--- src/hw/rtl/blr_pkg.sv ---
// Shared types, widths and codes for the bitplane line rasterizer.
package blr_pkg;

    // Coordinate widths
    localparam int X_BITS = 10;
    localparam int Y_BITS = 8;
    localparam int MAJ_BITS = (X_BITS > Y_BITS) ? X_BITS : Y_BITS;
    localparam int ERR_BITS = MAJ_BITS + 1;
    localparam int LEFT_BITS = MAJ_BITS + 1;

    // Fixed field widths
    localparam int ADDR_BITS = 16;
    localparam int STRIDE_BITS = 8;
    localparam int MASK_BITS = 8;
    localparam int COLOR_BITS = 3;
    localparam int PROD_BITS = Y_BITS + STRIDE_BITS;

    // Reset values of the configuration registers and the edge bits of a pixel mask
    localparam logic [ADDR_BITS-1:0] BASE_RESET = 16'hC000;
    localparam logic [STRIDE_BITS-1:0] STRIDE_RESET = 8'd80;
    localparam logic [MASK_BITS-1:0] LEFT_BIT = 8'h80;
    localparam logic [MASK_BITS-1:0] RIGHT_BIT = 8'h01;

    // Input tdata layout, lowest bits first
    localparam int XS_LO = 0;
    localparam int YS_LO = XS_LO + X_BITS;
    localparam int XE_LO = YS_LO + Y_BITS;
    localparam int YE_LO = XE_LO + X_BITS;
    localparam int CO_LO = YE_LO + Y_BITS;
    localparam int IN_FIELD_BITS = CO_LO + COLOR_BITS;
    localparam int IN_DATA_BITS = ((IN_FIELD_BITS + 7) / 8) * 8;

    // Output tdata layout, lowest bits first
    localparam int OUT_FIELD_BITS = ADDR_BITS + MASK_BITS + COLOR_BITS;
    localparam int OUT_DATA_BITS = ((OUT_FIELD_BITS + 7) / 8) * 8;

    // Configuration register indexes
    localparam int CFG_IDX_BITS = 1;
    localparam logic [CFG_IDX_BITS-1:0] REG_BASE_ADDRESS = 1'b0;
    localparam logic [CFG_IDX_BITS-1:0] REG_ROW_STRIDE = 1'b1;

    // Item kinds
    localparam logic OP_LOAD = 1'b0;
    localparam logic OP_TICK = 1'b1;

    typedef struct packed {
        logic                  op;
        logic [X_BITS-1:0]     x_start;
        logic [Y_BITS-1:0]     y_start;
        logic [X_BITS-1:0]     x_end;
        logic [Y_BITS-1:0]     y_end;
        logic [COLOR_BITS-1:0] color;
    } blr_item_t;

    typedef struct packed {
        logic [ADDR_BITS-1:0]  byte_address;
        logic [MASK_BITS-1:0]  pixel_mask;
        logic [COLOR_BITS-1:0] pixel_color;
        logic                  last;
    } blr_result_t;

    typedef struct packed {
        logic [ADDR_BITS-1:0]   base_address;
        logic [STRIDE_BITS-1:0] row_stride;
    } blr_cfg_t;

endpackage

--- src/hw/rtl/blr_cfg_regs.sv ---
// Configuration registers: frame base address and row stride.
module blr_cfg_regs import blr_pkg::*; (
    input  logic                    aclk,
    input  logic                    aresetn,
    input  logic                    cfg_valid,
    output logic                    cfg_ready,
    input  logic [CFG_IDX_BITS-1:0] cfg_index,
    input  logic [ADDR_BITS-1:0]    cfg_data,
    output blr_cfg_t                cfg
);

    logic [ADDR_BITS-1:0]   base_reg;
    logic [STRIDE_BITS-1:0] stride_reg;

    assign cfg_ready = 1'b1;

    // Latch the addressed register on a write
    always_ff @(posedge aclk) begin
        if (!aresetn) begin
            base_reg   <= BASE_RESET;
            stride_reg <= STRIDE_RESET;
        end else if (cfg_valid) begin
            case (cfg_index)
                REG_BASE_ADDRESS: base_reg   <= cfg_data;
                REG_ROW_STRIDE:   stride_reg <= cfg_data[STRIDE_BITS-1:0];
                default: ;
            endcase
        end
    end

    assign cfg.base_address = base_reg;
    assign cfg.row_stride   = stride_reg;

endmodule

--- src/hw/rtl/blr_in_stage.sv ---
// Input register: holds one accepted item until the step logic takes it.
module blr_in_stage import blr_pkg::*; (
    input  logic      aclk,
    input  logic      aresetn,
    input  logic      in_valid,
    output logic      in_ready,
    input  blr_item_t in_item,
    output logic      item_valid,
    output blr_item_t item,
    input  logic      item_take
);

    logic      valid_reg;
    blr_item_t item_reg;

    // Free when empty or when the held item leaves this cycle
    assign in_ready = !valid_reg || item_take;

    always_ff @(posedge aclk) begin
        if (!aresetn) begin
            valid_reg <= 1'b0;
        end else if (in_valid && in_ready) begin
            valid_reg <= 1'b1;
        end else if (item_take) begin
            valid_reg <= 1'b0;
        end
    end

    always_ff @(posedge aclk) begin
        if (in_valid && in_ready) begin
            item_reg <= in_item;
        end
    end

    assign item_valid = valid_reg;
    assign item       = item_reg;

endmodule

--- src/hw/rtl/blr_step.sv ---
// Line state and one Bresenham step: sets up on load, emits one pixel per tick while a line is open.
module blr_step import blr_pkg::*; (
    input  logic        aclk,
    input  logic        aresetn,
    input  blr_cfg_t    cfg,
    input  logic        item_valid,
    input  blr_item_t   item,
    output logic        item_take,
    input  logic        out_free,
    output logic        res_valid,
    output blr_result_t res
);

    // Line state
    logic [ADDR_BITS-1:0]       ptr_reg, ptr_next;
    logic [MASK_BITS-1:0]       mask_reg, mask_next;
    logic signed [ERR_BITS-1:0] err_reg, err_next;
    logic [LEFT_BITS-1:0]       left_reg, left_next;
    logic [X_BITS-1:0]          dx_reg, dx_next;
    logic [Y_BITS-1:0]          dy_reg, dy_next;
    logic                       down_reg, down_next;
    logic                       xmaj_reg, xmaj_next;
    logic [COLOR_BITS-1:0]      color_reg, color_next;
    logic                       busy_reg, busy_next;

    // Load setup
    logic                   swap;
    logic [X_BITS-1:0]      x0, x1;
    logic [Y_BITS-1:0]      y0, y1;
    logic [X_BITS-1:0]      ld_dx;
    logic [Y_BITS-1:0]      ld_dy;
    logic                   ld_down;
    logic                   ld_xmaj;
    logic [MAJ_BITS-1:0]    ld_major;
    logic [PROD_BITS-1:0]   row_off;

    // Tick step
    logic [MAJ_BITS-1:0]        st_minor, st_major;
    logic signed [ERR_BITS-1:0] err_sub;
    logic                       err_neg;
    logic                       col_step, row_step;
    logic [ADDR_BITS-1:0]       col_inc, row_delta;

    logic is_load, tick_fire;

    assign is_load   = (item.op == OP_LOAD);
    assign item_take = item_valid && (is_load || !busy_reg || out_free);
    assign tick_fire = item_take && !is_load && busy_reg;

    // Order endpoints so x rises, then find deltas and the major axis
    always_comb begin
        swap     = item.x_start > item.x_end;
        x0       = swap ? item.x_end   : item.x_start;
        y0       = swap ? item.y_end   : item.y_start;
        x1       = swap ? item.x_start : item.x_end;
        y1       = swap ? item.y_start : item.y_end;
        ld_dx    = x1 - x0;
        ld_down  = (y0 <= y1);
        ld_dy    = ld_down ? (y1 - y0) : (y0 - y1);
        ld_xmaj  = MAJ_BITS'(ld_dx) > MAJ_BITS'(ld_dy);
        ld_major = ld_xmaj ? MAJ_BITS'(ld_dx) : MAJ_BITS'(ld_dy);
        row_off  = PROD_BITS'(y0) * PROD_BITS'(cfg.row_stride);
    end

    // Step the error term; take a minor step when it goes negative
    always_comb begin
        st_minor  = xmaj_reg ? MAJ_BITS'(dy_reg) : MAJ_BITS'(dx_reg);
        st_major  = xmaj_reg ? MAJ_BITS'(dx_reg) : MAJ_BITS'(dy_reg);
        err_sub   = err_reg - $signed(ERR_BITS'(st_minor));
        err_neg   = err_sub[ERR_BITS-1];
        col_step  = xmaj_reg || err_neg;
        row_step  = !xmaj_reg || err_neg;
        col_inc   = ADDR_BITS'(col_step && mask_reg[0]);
        row_delta = !row_step ? '0 :
                    down_reg  ? ADDR_BITS'(cfg.row_stride) :
                                ADDR_BITS'(-ADDR_BITS'(cfg.row_stride));
    end

    // Next line state
    always_comb begin
        ptr_next   = ptr_reg;
        mask_next  = mask_reg;
        err_next   = err_reg;
        left_next  = left_reg;
        dx_next    = dx_reg;
        dy_next    = dy_reg;
        down_next  = down_reg;
        xmaj_next  = xmaj_reg;
        color_next = color_reg;
        busy_next  = busy_reg;
        if (item_take && is_load) begin
            ptr_next   = cfg.base_address + ADDR_BITS'(row_off) + ADDR_BITS'(x0 >> 3);
            mask_next  = LEFT_BIT >> x0[2:0];
            err_next   = $signed(ERR_BITS'(ld_major >> 1));
            left_next  = LEFT_BITS'(ld_major) + LEFT_BITS'(1);
            dx_next    = ld_dx;
            dy_next    = ld_dy;
            down_next  = ld_down;
            xmaj_next  = ld_xmaj;
            color_next = item.color;
            busy_next  = 1'b1;
        end else if (tick_fire) begin
            ptr_next  = ptr_reg + col_inc + row_delta;
            if (col_step) begin
                mask_next = (mask_reg == RIGHT_BIT) ? LEFT_BIT : (mask_reg >> 1);
            end
            err_next  = err_neg ? err_sub + $signed(ERR_BITS'(st_major)) : err_sub;
            left_next = left_reg - LEFT_BITS'(1);
            busy_next = (left_reg != LEFT_BITS'(1));
        end
    end

    always_ff @(posedge aclk) begin
        if (!aresetn) begin
            ptr_reg   <= '0;
            mask_reg  <= '0;
            err_reg   <= '0;
            left_reg  <= '0;
            dx_reg    <= '0;
            dy_reg    <= '0;
            down_reg  <= 1'b0;
            xmaj_reg  <= 1'b0;
            color_reg <= '0;
            busy_reg  <= 1'b0;
        end else begin
            ptr_reg   <= ptr_next;
            mask_reg  <= mask_next;
            err_reg   <= err_next;
            left_reg  <= left_next;
            dx_reg    <= dx_next;
            dy_reg    <= dy_next;
            down_reg  <= down_next;
            xmaj_reg  <= xmaj_next;
            color_reg <= color_next;
            busy_reg  <= busy_next;
        end
    end

    // Current pixel goes out before the advance
    assign res_valid         = tick_fire;
    assign res.byte_address  = ptr_reg;
    assign res.pixel_mask    = mask_reg;
    assign res.pixel_color   = color_reg;
    assign res.last          = (left_reg == LEFT_BITS'(1));

endmodule

--- src/hw/rtl/blr_out_stage.sv ---
// Output register: holds one pixel write until the sink takes it.
module blr_out_stage import blr_pkg::*; (
    input  logic        aclk,
    input  logic        aresetn,
    input  logic        res_valid,
    input  blr_result_t res,
    output logic        out_free,
    output logic        out_valid,
    input  logic        out_ready,
    output blr_result_t out_res
);

    logic        valid_reg;
    blr_result_t res_reg;

    assign out_free = !valid_reg || out_ready;

    always_ff @(posedge aclk) begin
        if (!aresetn) begin
            valid_reg <= 1'b0;
        end else if (res_valid) begin
            valid_reg <= 1'b1;
        end else if (out_ready) begin
            valid_reg <= 1'b0;
        end
    end

    always_ff @(posedge aclk) begin
        if (res_valid) begin
            res_reg <= res;
        end
    end

    assign out_valid = valid_reg;
    assign out_res   = res_reg;

endmodule

--- src/hw/rtl/bitplane_line_rasterizer.sv ---
// Top level of the bitplane line rasterizer.
//
//  channel  direction  handshake              payload
//  s_       in         s_tvalid / s_tready    s_tuser = op, s_tdata = endpoints, color
//  m_       out        m_tvalid / m_tready    m_tdata = address, mask, color; m_tlast
//  cfg_     in         cfg_valid / cfg_ready  cfg_index, cfg_data
//
// One item per cycle while the m_ side takes pixels: each item passes the input register
// and the Bresenham step logic (the y * stride product on load, one add and compare on
// tick), and a tick that draws lands its pixel in the output register.
// Reset (aresetn low, synchronous) idles the line and restores the register defaults.
// A stalled m_ side holds ticks in the input register; loads and idle ticks still drain.
module bitplane_line_rasterizer import blr_pkg::*; (
    input  logic                     aclk,
    input  logic                     aresetn,
    input  logic                     s_tvalid,
    output logic                     s_tready,
    input  logic [IN_DATA_BITS-1:0]  s_tdata,  // x_start, y_start, x_end, y_end, color
    input  logic                     s_tuser,  // op
    output logic                     m_tvalid,
    input  logic                     m_tready,
    output logic [OUT_DATA_BITS-1:0] m_tdata,  // byte_address, pixel_mask, pixel_color
    output logic                     m_tlast,
    input  logic                     cfg_valid,
    output logic                     cfg_ready,
    input  logic [CFG_IDX_BITS-1:0]  cfg_index,
    input  logic [ADDR_BITS-1:0]     cfg_data
);

    blr_cfg_t    cfg;
    blr_item_t   in_item, item;
    blr_result_t res, out_res;
    logic        item_valid, item_take, out_free, res_valid;

    // Unpack the input item
    assign in_item.op      = s_tuser;
    assign in_item.x_start = s_tdata[XS_LO +: X_BITS];
    assign in_item.y_start = s_tdata[YS_LO +: Y_BITS];
    assign in_item.x_end   = s_tdata[XE_LO +: X_BITS];
    assign in_item.y_end   = s_tdata[YE_LO +: Y_BITS];
    assign in_item.color   = s_tdata[CO_LO +: COLOR_BITS];

    blr_cfg_regs u_cfg (
        .aclk      (aclk),
        .aresetn   (aresetn),
        .cfg_valid (cfg_valid),
        .cfg_ready (cfg_ready),
        .cfg_index (cfg_index),
        .cfg_data  (cfg_data),
        .cfg       (cfg)
    );

    blr_in_stage u_in (
        .aclk       (aclk),
        .aresetn    (aresetn),
        .in_valid   (s_tvalid),
        .in_ready   (s_tready),
        .in_item    (in_item),
        .item_valid (item_valid),
        .item       (item),
        .item_take  (item_take)
    );

    blr_step u_step (
        .aclk       (aclk),
        .aresetn    (aresetn),
        .cfg        (cfg),
        .item_valid (item_valid),
        .item       (item),
        .item_take  (item_take),
        .out_free   (out_free),
        .res_valid  (res_valid),
        .res        (res)
    );

    blr_out_stage u_out (
        .aclk      (aclk),
        .aresetn   (aresetn),
        .res_valid (res_valid),
        .res       (res),
        .out_free  (out_free),
        .out_valid (m_tvalid),
        .out_ready (m_tready),
        .out_res   (out_res)
    );

    // Pack the pixel write
    assign m_tdata = OUT_DATA_BITS'({out_res.pixel_color, out_res.pixel_mask,
                                     out_res.byte_address});
    assign m_tlast = out_res.last;

endmodule

--- config.mk ---
export PLATFORM = sky130hd
export DESIGN_NAME = bitplane_line_rasterizer
export DESIGN_NICKNAME = d
export VERILOG_FILES = /design/src/hw/rtl/blr_pkg.sv /design/src/hw/rtl/blr_cfg_regs.sv /design/src/hw/rtl/blr_in_stage.sv /design/src/hw/rtl/blr_step.sv /design/src/hw/rtl/blr_out_stage.sv /design/src/hw/rtl/bitplane_line_rasterizer.sv
export SDC_FILE = /design/constraint.sdc
export NUM_CORES = 1
export LEC_CHECK = 0
export ABC_AREA = 0
export CAP_MARGIN = 15
export CORE_ASPECT_RATIO = 1.4
export CORE_UTILIZATION = 65
export DETAILED_ROUTE_END_ITERATION = 12
export DONT_BUFFER_PORTS = 1
export PLACE_DENSITY = 0.82
export SLEW_MARGIN = 20
export SYNTH_ARGS = -nofsm -noshare
export SYNTH_HDL_FRONTEND = slang
export SYNTH_HIERARCHICAL = 1
export SYNTH_SLANG_ARGS = --single-unit
--- constraint.sdc ---
create_clock -name aclk -period 9.69 [get_ports aclk]
set_input_delay 0.969 -clock aclk [delete_from_list [all_inputs] [get_ports aclk]]
set_output_delay 0.969 -clock aclk [all_outputs]
set_load 0.005 [all_outputs]
# [Yosys cells after proc, flatten, opt, wreduce, memory -nomap -nowiden]
# Cells that the tools add are included.
[totals] reg_bits=164 out_inout_bits=36
[classes] add_sub_neg=12 mul=1 n_lt_le_gt_ge=3 n_eq_ne=3 shifts=1 muxes=27 bitwise_logic=3 reduce_logical=24
[ops] op="16-bit 2-to-1 mux" count=4
[ops] op="8-bit 2-to-1 mux" count=7
[ops] op="10-bit 2-to-1 mux" count=5
[ops] op="11-bit 2-to-1 mux" count=3
[ops] op="16-bit adder" count=2
[ops] op="9-bit 2-to-1 mux" count=2
[ops] op="16-bit by 1-bit adder with 16-bit output" count=1
[ops] op="16-bit by 7-bit adder with 16-bit output" count=1
[ops] op="8-bit by 8-bit multiplier with 16-bit output" count=1
[ops] op="8-bit negator with 16-bit output" count=1
[ops] op="8-bit subtractor" count=2
[ops] op="10-bit by 1-bit adder with 11-bit output, second input constant" count=1
[ops] op="11-bit adder" count=1
[ops] op="11-bit by 1-bit equality test with 1-bit output, second input constant" count=1
[ops] op="11-bit by 1-bit != test with 1-bit output, second input constant" count=1
[ops] op="11-bit by 1-bit subtractor with 11-bit output, second input constant" count=1
[ops] op="11-bit subtractor" count=1
[ops] op="10-bit greater-than comparator" count=1
[ops] op="10-bit by 8-bit greater-than comparator with 1-bit output" count=1
[ops] op="10-bit subtractor" count=1
[ops] op="8-bit by 1-bit equality test with 1-bit output, second input constant" count=1
[ops] op="8-bit <= comparator" count=1
[ops] op="2-bit nonzero test" count=4
[ops] op="8-bit by 3-bit >> shifter with 8-bit output, first input constant" count=1
[ops] op="other kinds (7)" count=29

# [Logic depth before layout (Yosys ltp)]
[logic_depth] ltp_word=8 mapped_depth=34 ltp_nobuf=30

# [By module]
# The synthesis kept the hierarchy.
[modules_own_cells] module="blr_step" n_inst=1 cells_each=1283 area_per_inst_um2=10119.7 seq_area_each_um2=1401.3
[modules_own_cells] module="blr_in_stage" n_inst=1 cells_each=45 area_per_inst_um2=1258.7 seq_area_each_um2=1221.2
[modules_own_cells] module="blr_cfg_regs" n_inst=1 cells_each=101 area_per_inst_um2=968.4 seq_area_each_um2=480.5
[modules_own_cells] module="blr_out_stage" n_inst=1 cells_each=32 area_per_inst_um2=889.6 seq_area_each_um2=860.8
[modules_own_cells] module="bitplane_line_rasterizer" n_inst=1 cells_each=6 area_per_inst_um2=41.3 seq_area_each_um2=0.0

# [Least setup slack after synthesis]
# OpenSTA, ideal clock, no wires.
[synth_timing] path_type="reg-to-reg" start="register u_in.item_reg, in the netlist u_in/item[16]" end="register u_step.ptr_reg[15]" setup_ns=0.137 t_arrival_ns=7.320 slack_ns=2.234 path_stages_with_launch=34 n_path_buf=4 period_less_slack_ns=7.456 cell_sequence="edfxtp_1 > inv_1 > ha_1 > buf_4 > nand2_2 > o31a_1 > o211a_4 > nor2_8 > buf_2 > buf_1 > buf_1 > nand2_1 > nand2_1 > nand2_1 > fa_1 > inv_1 > fa_1 > ha_1 > fa_1 > inv_1 > fa_1 > inv_1 > ha_1 > a21oi_1 > o21bai_1 > a21oi_1 > o21bai_1 > a21oi_1 > o21bai_1 > a2111oi_0 > o31ai_1 > xnor2_1 > o21ai_0 > a31oi_1"
[synth_between] elab_chain_cells=6 elab_cells_between_ends=7 classes_between="2 x add/sub; 1 x mul; 1 x order compare; 3 x mux"
[synth_rtl] element="start, declared" line="blr_in_stage.sv:14" text="blr_item_t item_reg;"
[synth_rtl] element="start signal, assigned" line="blr_in_stage.sv:31" text="item_reg <= in_item;"
[synth_rtl] element="10-bit greater-than comparator" line="blr_step.sv:52" text="swap = item.x_start > item.x_end;"
[synth_rtl] element="8-bit 2-to-1 mux" line="blr_step.sv:54" text="y0 = swap ? item.y_end : item.y_start;"
[synth_rtl] element="8-bit by 8-bit multiplier with 16-bit output" line="blr_step.sv:62" text="row_off = PROD_BITS'(y0) * PROD_BITS'(cfg.row_stride);"
[synth_rtl] element="16-bit adder" line="blr_step.sv:92" text="ptr_next = cfg.base_address + ADDR_BITS'(row_off) + ADDR_BITS'(x0 >> 3);"
[synth_rtl] element="16-bit by 7-bit adder with 16-bit output *" line="blr_step.sv:92"
[synth_rtl] element="16-bit 2-to-1 mux *" line="blr_step.sv:91" text="if (item_take && is_load) begin"
[synth_rtl] element="end signal, assigned" line="blr_step.sv:126" text="ptr_reg <= ptr_next;"
[synth_rtl] element="end, declared" line="blr_step.sv:15" text="logic [ADDR_BITS-1:0] ptr_reg, ptr_next;"
# Every way passes the cells marked *; elsewhere a longest branch is shown, timed or not.
# A chain may end at the register's enable or synchronous reset.

# [Worst setup path after layout]
[layout_timing] start="register u_in.item_reg, in the netlist u_in/item[18]" end="register u_step.left_reg[8]"
[layout_between] elab_chain_cells=8 elab_cells_between_ends=14 classes_between="4 x add/sub; 3 x order compare; 7 x mux"
[layout_rtl] element="10-bit greater-than comparator" line="blr_step.sv:52"
[layout_rtl] element="8-bit 2-to-1 mux (on tied branches)" line="blr_step.sv:54, blr_step.sv:56"
[layout_rtl] element="8-bit subtractor / 8-bit <= comparator (equally long branches)" line="blr_step.sv:59, blr_step.sv:58"
[layout_rtl] element="8-bit 2-to-1 mux" line="blr_step.sv:59" text="ld_dy = ld_down ? (y1 - y0) : (y0 - y1);"
[layout_rtl] element="10-bit by 8-bit greater-than comparator with 1-bit output" line="blr_step.sv:60" text="ld_xmaj = MAJ_BITS'(ld_dx) > MAJ_BITS'(ld_dy);"
[layout_rtl] element="10-bit 2-to-1 mux *" line="blr_step.sv:61" text="ld_major = ld_xmaj ? MAJ_BITS'(ld_dx) : MAJ_BITS'(ld_dy);"
[layout_rtl] element="10-bit by 1-bit adder with 11-bit output *" line="blr_step.sv:95" text="left_next = LEFT_BITS'(ld_major) + LEFT_BITS'(1);"
[layout_rtl] element="11-bit 2-to-1 mux *" line="blr_step.sv:91"
[layout_rtl] element="end signal, assigned" line="blr_step.sv:129" text="left_reg <= left_next;"
[layout_rtl] element="end, declared" line="blr_step.sv:18" text="logic [LEFT_BITS-1:0] left_reg, left_next;"
# Marks and branches as above.

==> reports/metrics.cfg <==
[run_status]
status=complete, no violations

[sta]
hold_viol_final=0
layout_min_cycle_time_ns=8.27
fin_crit_sh_pct=85.3
rsz0062_at_grt=no
fin_worst_skew_ns=0.0163
setup_violations=0
tightestPinTransition_ns=0.898
slew_viol_final=0
fin_ws_ns=1.42
max_freq_mhz=121
max_slew_margin_pct=39.9
finalSetupTns_ns=0

[global_routing]
track_usage_pct=30.6
use_met3_pct=5.00
grt_overflow_total=0
grt_max_degree=110
grt-busiest-layer=met2
antenna_found_initial=0
grt_pass1_vias=10424
grtUsageMet2_pct=54.4
grt_pass1_wl_mm=49.7
grtUsageMet1_pct=34.4

[routing]
finalWirelength_mm=30.7
dr.pass1.iters=8
avgViaCountPerCell=6.23
wl_per_cell_um=18.1
final_antenna_net_count=0
drtIter0Drc=619
route.detailed.drc=0
num_vias=10566

[floorplan]
start_util_pct=66.7
die_x_um=123
coreArea_mm2=0.0199
ios=99
num_rows=61
fp.dieArea_mm2=0.0210
fp.dieH_um=171

[clocking]
clockBufferDepth=2
cts.repair.resized=0
ctsRootBufferMaster=clkbuf_16
cts_tree=built
clk_latency_ns=0.44
clk_pin_slew_worst_paths_ns=0.07
postCtsSetupRepairBufs=0
cts.sinks=164
cts_hold_buf=0
cts_buffers=17
cts.htree.levels=4

[synth]
synth_top_area_share_pct=15.4
ys_seq_area_share_pct=29.9
syn_area_per_cell_um2=9.05
yosysTopAreaCell=edfxtp_1
synth-main-ff-cell=dfxtp_1
ys_async_sr_fraction_pct=0
yosysWarnings=6
ys_types=98
synth_area_leaders=edfxtp_1 15%, dfxtp_1 14%, ha_1 10%
post-synth-top-count-cell=nand2_1
synth_edf_count=68
syn_inst=1467
syn_area_mm2=0.0133
netlist_top_cells_count=177 x nand2_1, 146 x inv_1, 108 x ha_1
synth_seq_cells=164

[layout]
diodes=0
instances_no_fill=1695
area_delta_synth_final_pct=4.76
final_cell_area_mm2=0.0139
largest_reg_flops=40
drive_gt1_share_pct=6.03
nets=1659

[power]
powerDensity_mw_per_mm2=199
power_leakage_nw=6.07
peakVddDrop_v=0.000131

[setup_path]
crit_required_ns=10.04
cpMostUsedCell=ha_1
crit_arrival_ns=8.62
worst-path-max-fanout=25
start_kind=register
cp_slowest_cell=xor2_1
critPathCaptureType=register
slowest_delay_ns=0.75
worstSetupPathType=register to register

[flow_run]
maxCapViolations=0

[place]
dp_hpwl_mm=22.6
place_congestion=0.935
port_buffers=0
place_area_mm2=0.0134
place_inst=1663
dp_slack_ns=1.54

[min_path]
hold_path_class=register to register

[per-stage QoR]
| stage | hold WS (ns) | util (%) | power [mW] |
|---|---|---|---|
| final | 0.451 | 69.8 | 2.77 |
| after global routing | 0.463 | 69.8 | 2.96 |
| after CTS | 0.453 | 69.8 | 2.77 |
| after detailed placement | 0.439 | 67.0 | 2.09 |
| after global placement | 0.415 | 67.0 | 2.05 |
| after floorplan | 0.408 | - | 1.83 |
[critical path: cells and delay by family, from the launching register on]
family                     cells  cell delay (ns)
and+or+nand+nor                4             1.29
buffers and inverters          2             0.44
DFF                            1             0.41
xor gates and xnor gates       1             0.75
muxes                          2             0.64
adders and majority gates      4             1.31
AOI/OAI and AO/OA             15             3.34
[logic make-up after synthesis]
logic type      share of synthesized area (%)
mux                                      4.82
xor+xnor                                 5.27
other cells                            0.0566
fa+ha+maj                                19.2
compound gates                           17.2
simple gates                             16.8
buf+inv                                  6.81
flops                                    29.9
[routing by layer]
layer | share of wire, % | wire [µm] | up-vias
li1 | - | - | 5026
met1 | 39 | 11900 | 5062
met3 | 5.2 | 1610 | 96
met5 | 0 | 0 | -
met2 | 52 | 15900 | 382
met4 | 4.5 | 1380 | 0
[cell usage in the layout (no fill, tap or decap), drive strengths merged, types with 6 or more instances in the layout]
cell,n
fa,58
a21oi,75
a21boi,26
ha,108
a31oi,12
o211a,19
o21a,12
mux2i,49
nor3,26
nor4,6
xnor2,51
nand2b,22
mux2,13
clkbuf,20
buf,12
nand2,179
dfxtp,96
a311oi,6
and2,38
nand3,18
o311ai,6
xor2,28
conb,6
edfxtp,68
o211ai,22
nand4,7
o31ai,7
and3,11
o21bai,16
nor2,85
o221ai,8
inv,154
a211oi,12
o21ai,46
a21o,10
nor2b,30
[power breakdown]
| group | switching [mW] | internal, mW |
|---|---|---|
| Clock | 0.302 | 0.359 |
| Sequential | 0.0458 | 0.767 |
| Combinational | 0.767 | 0.528 |
| Total | 1.12 | 1.65 |
[path summary, 6_finish.rpt]
path                  startpoint                  to  slack (ns)  depth (start not counted)
min          u_step/color_reg[1]    u_out/out_res[2]        0.45                          0
max                u_in/item[18]  u_step/left_reg[8]        1.42                         28
min reg2reg  u_step/color_reg[1]    u_out/out_res[2]        0.45                          0
max reg2reg        u_in/item[18]  u_step/left_reg[8]        1.42                         28
[cell type report]
cell class / instances / area [µm²]
Clock buffer: 20 / 437
Fill cell: 1501 / 6010
Clock inverter: 12 / 118
Inverter: 147 / 552
Timing Repair Buffer: 12 / 90.1
Sequential cell: 164 / 3960
Multi-Input combinational cell: 1088 / 8430
Tap cell: 252 / 315
(Power assumes the default switching activity.)
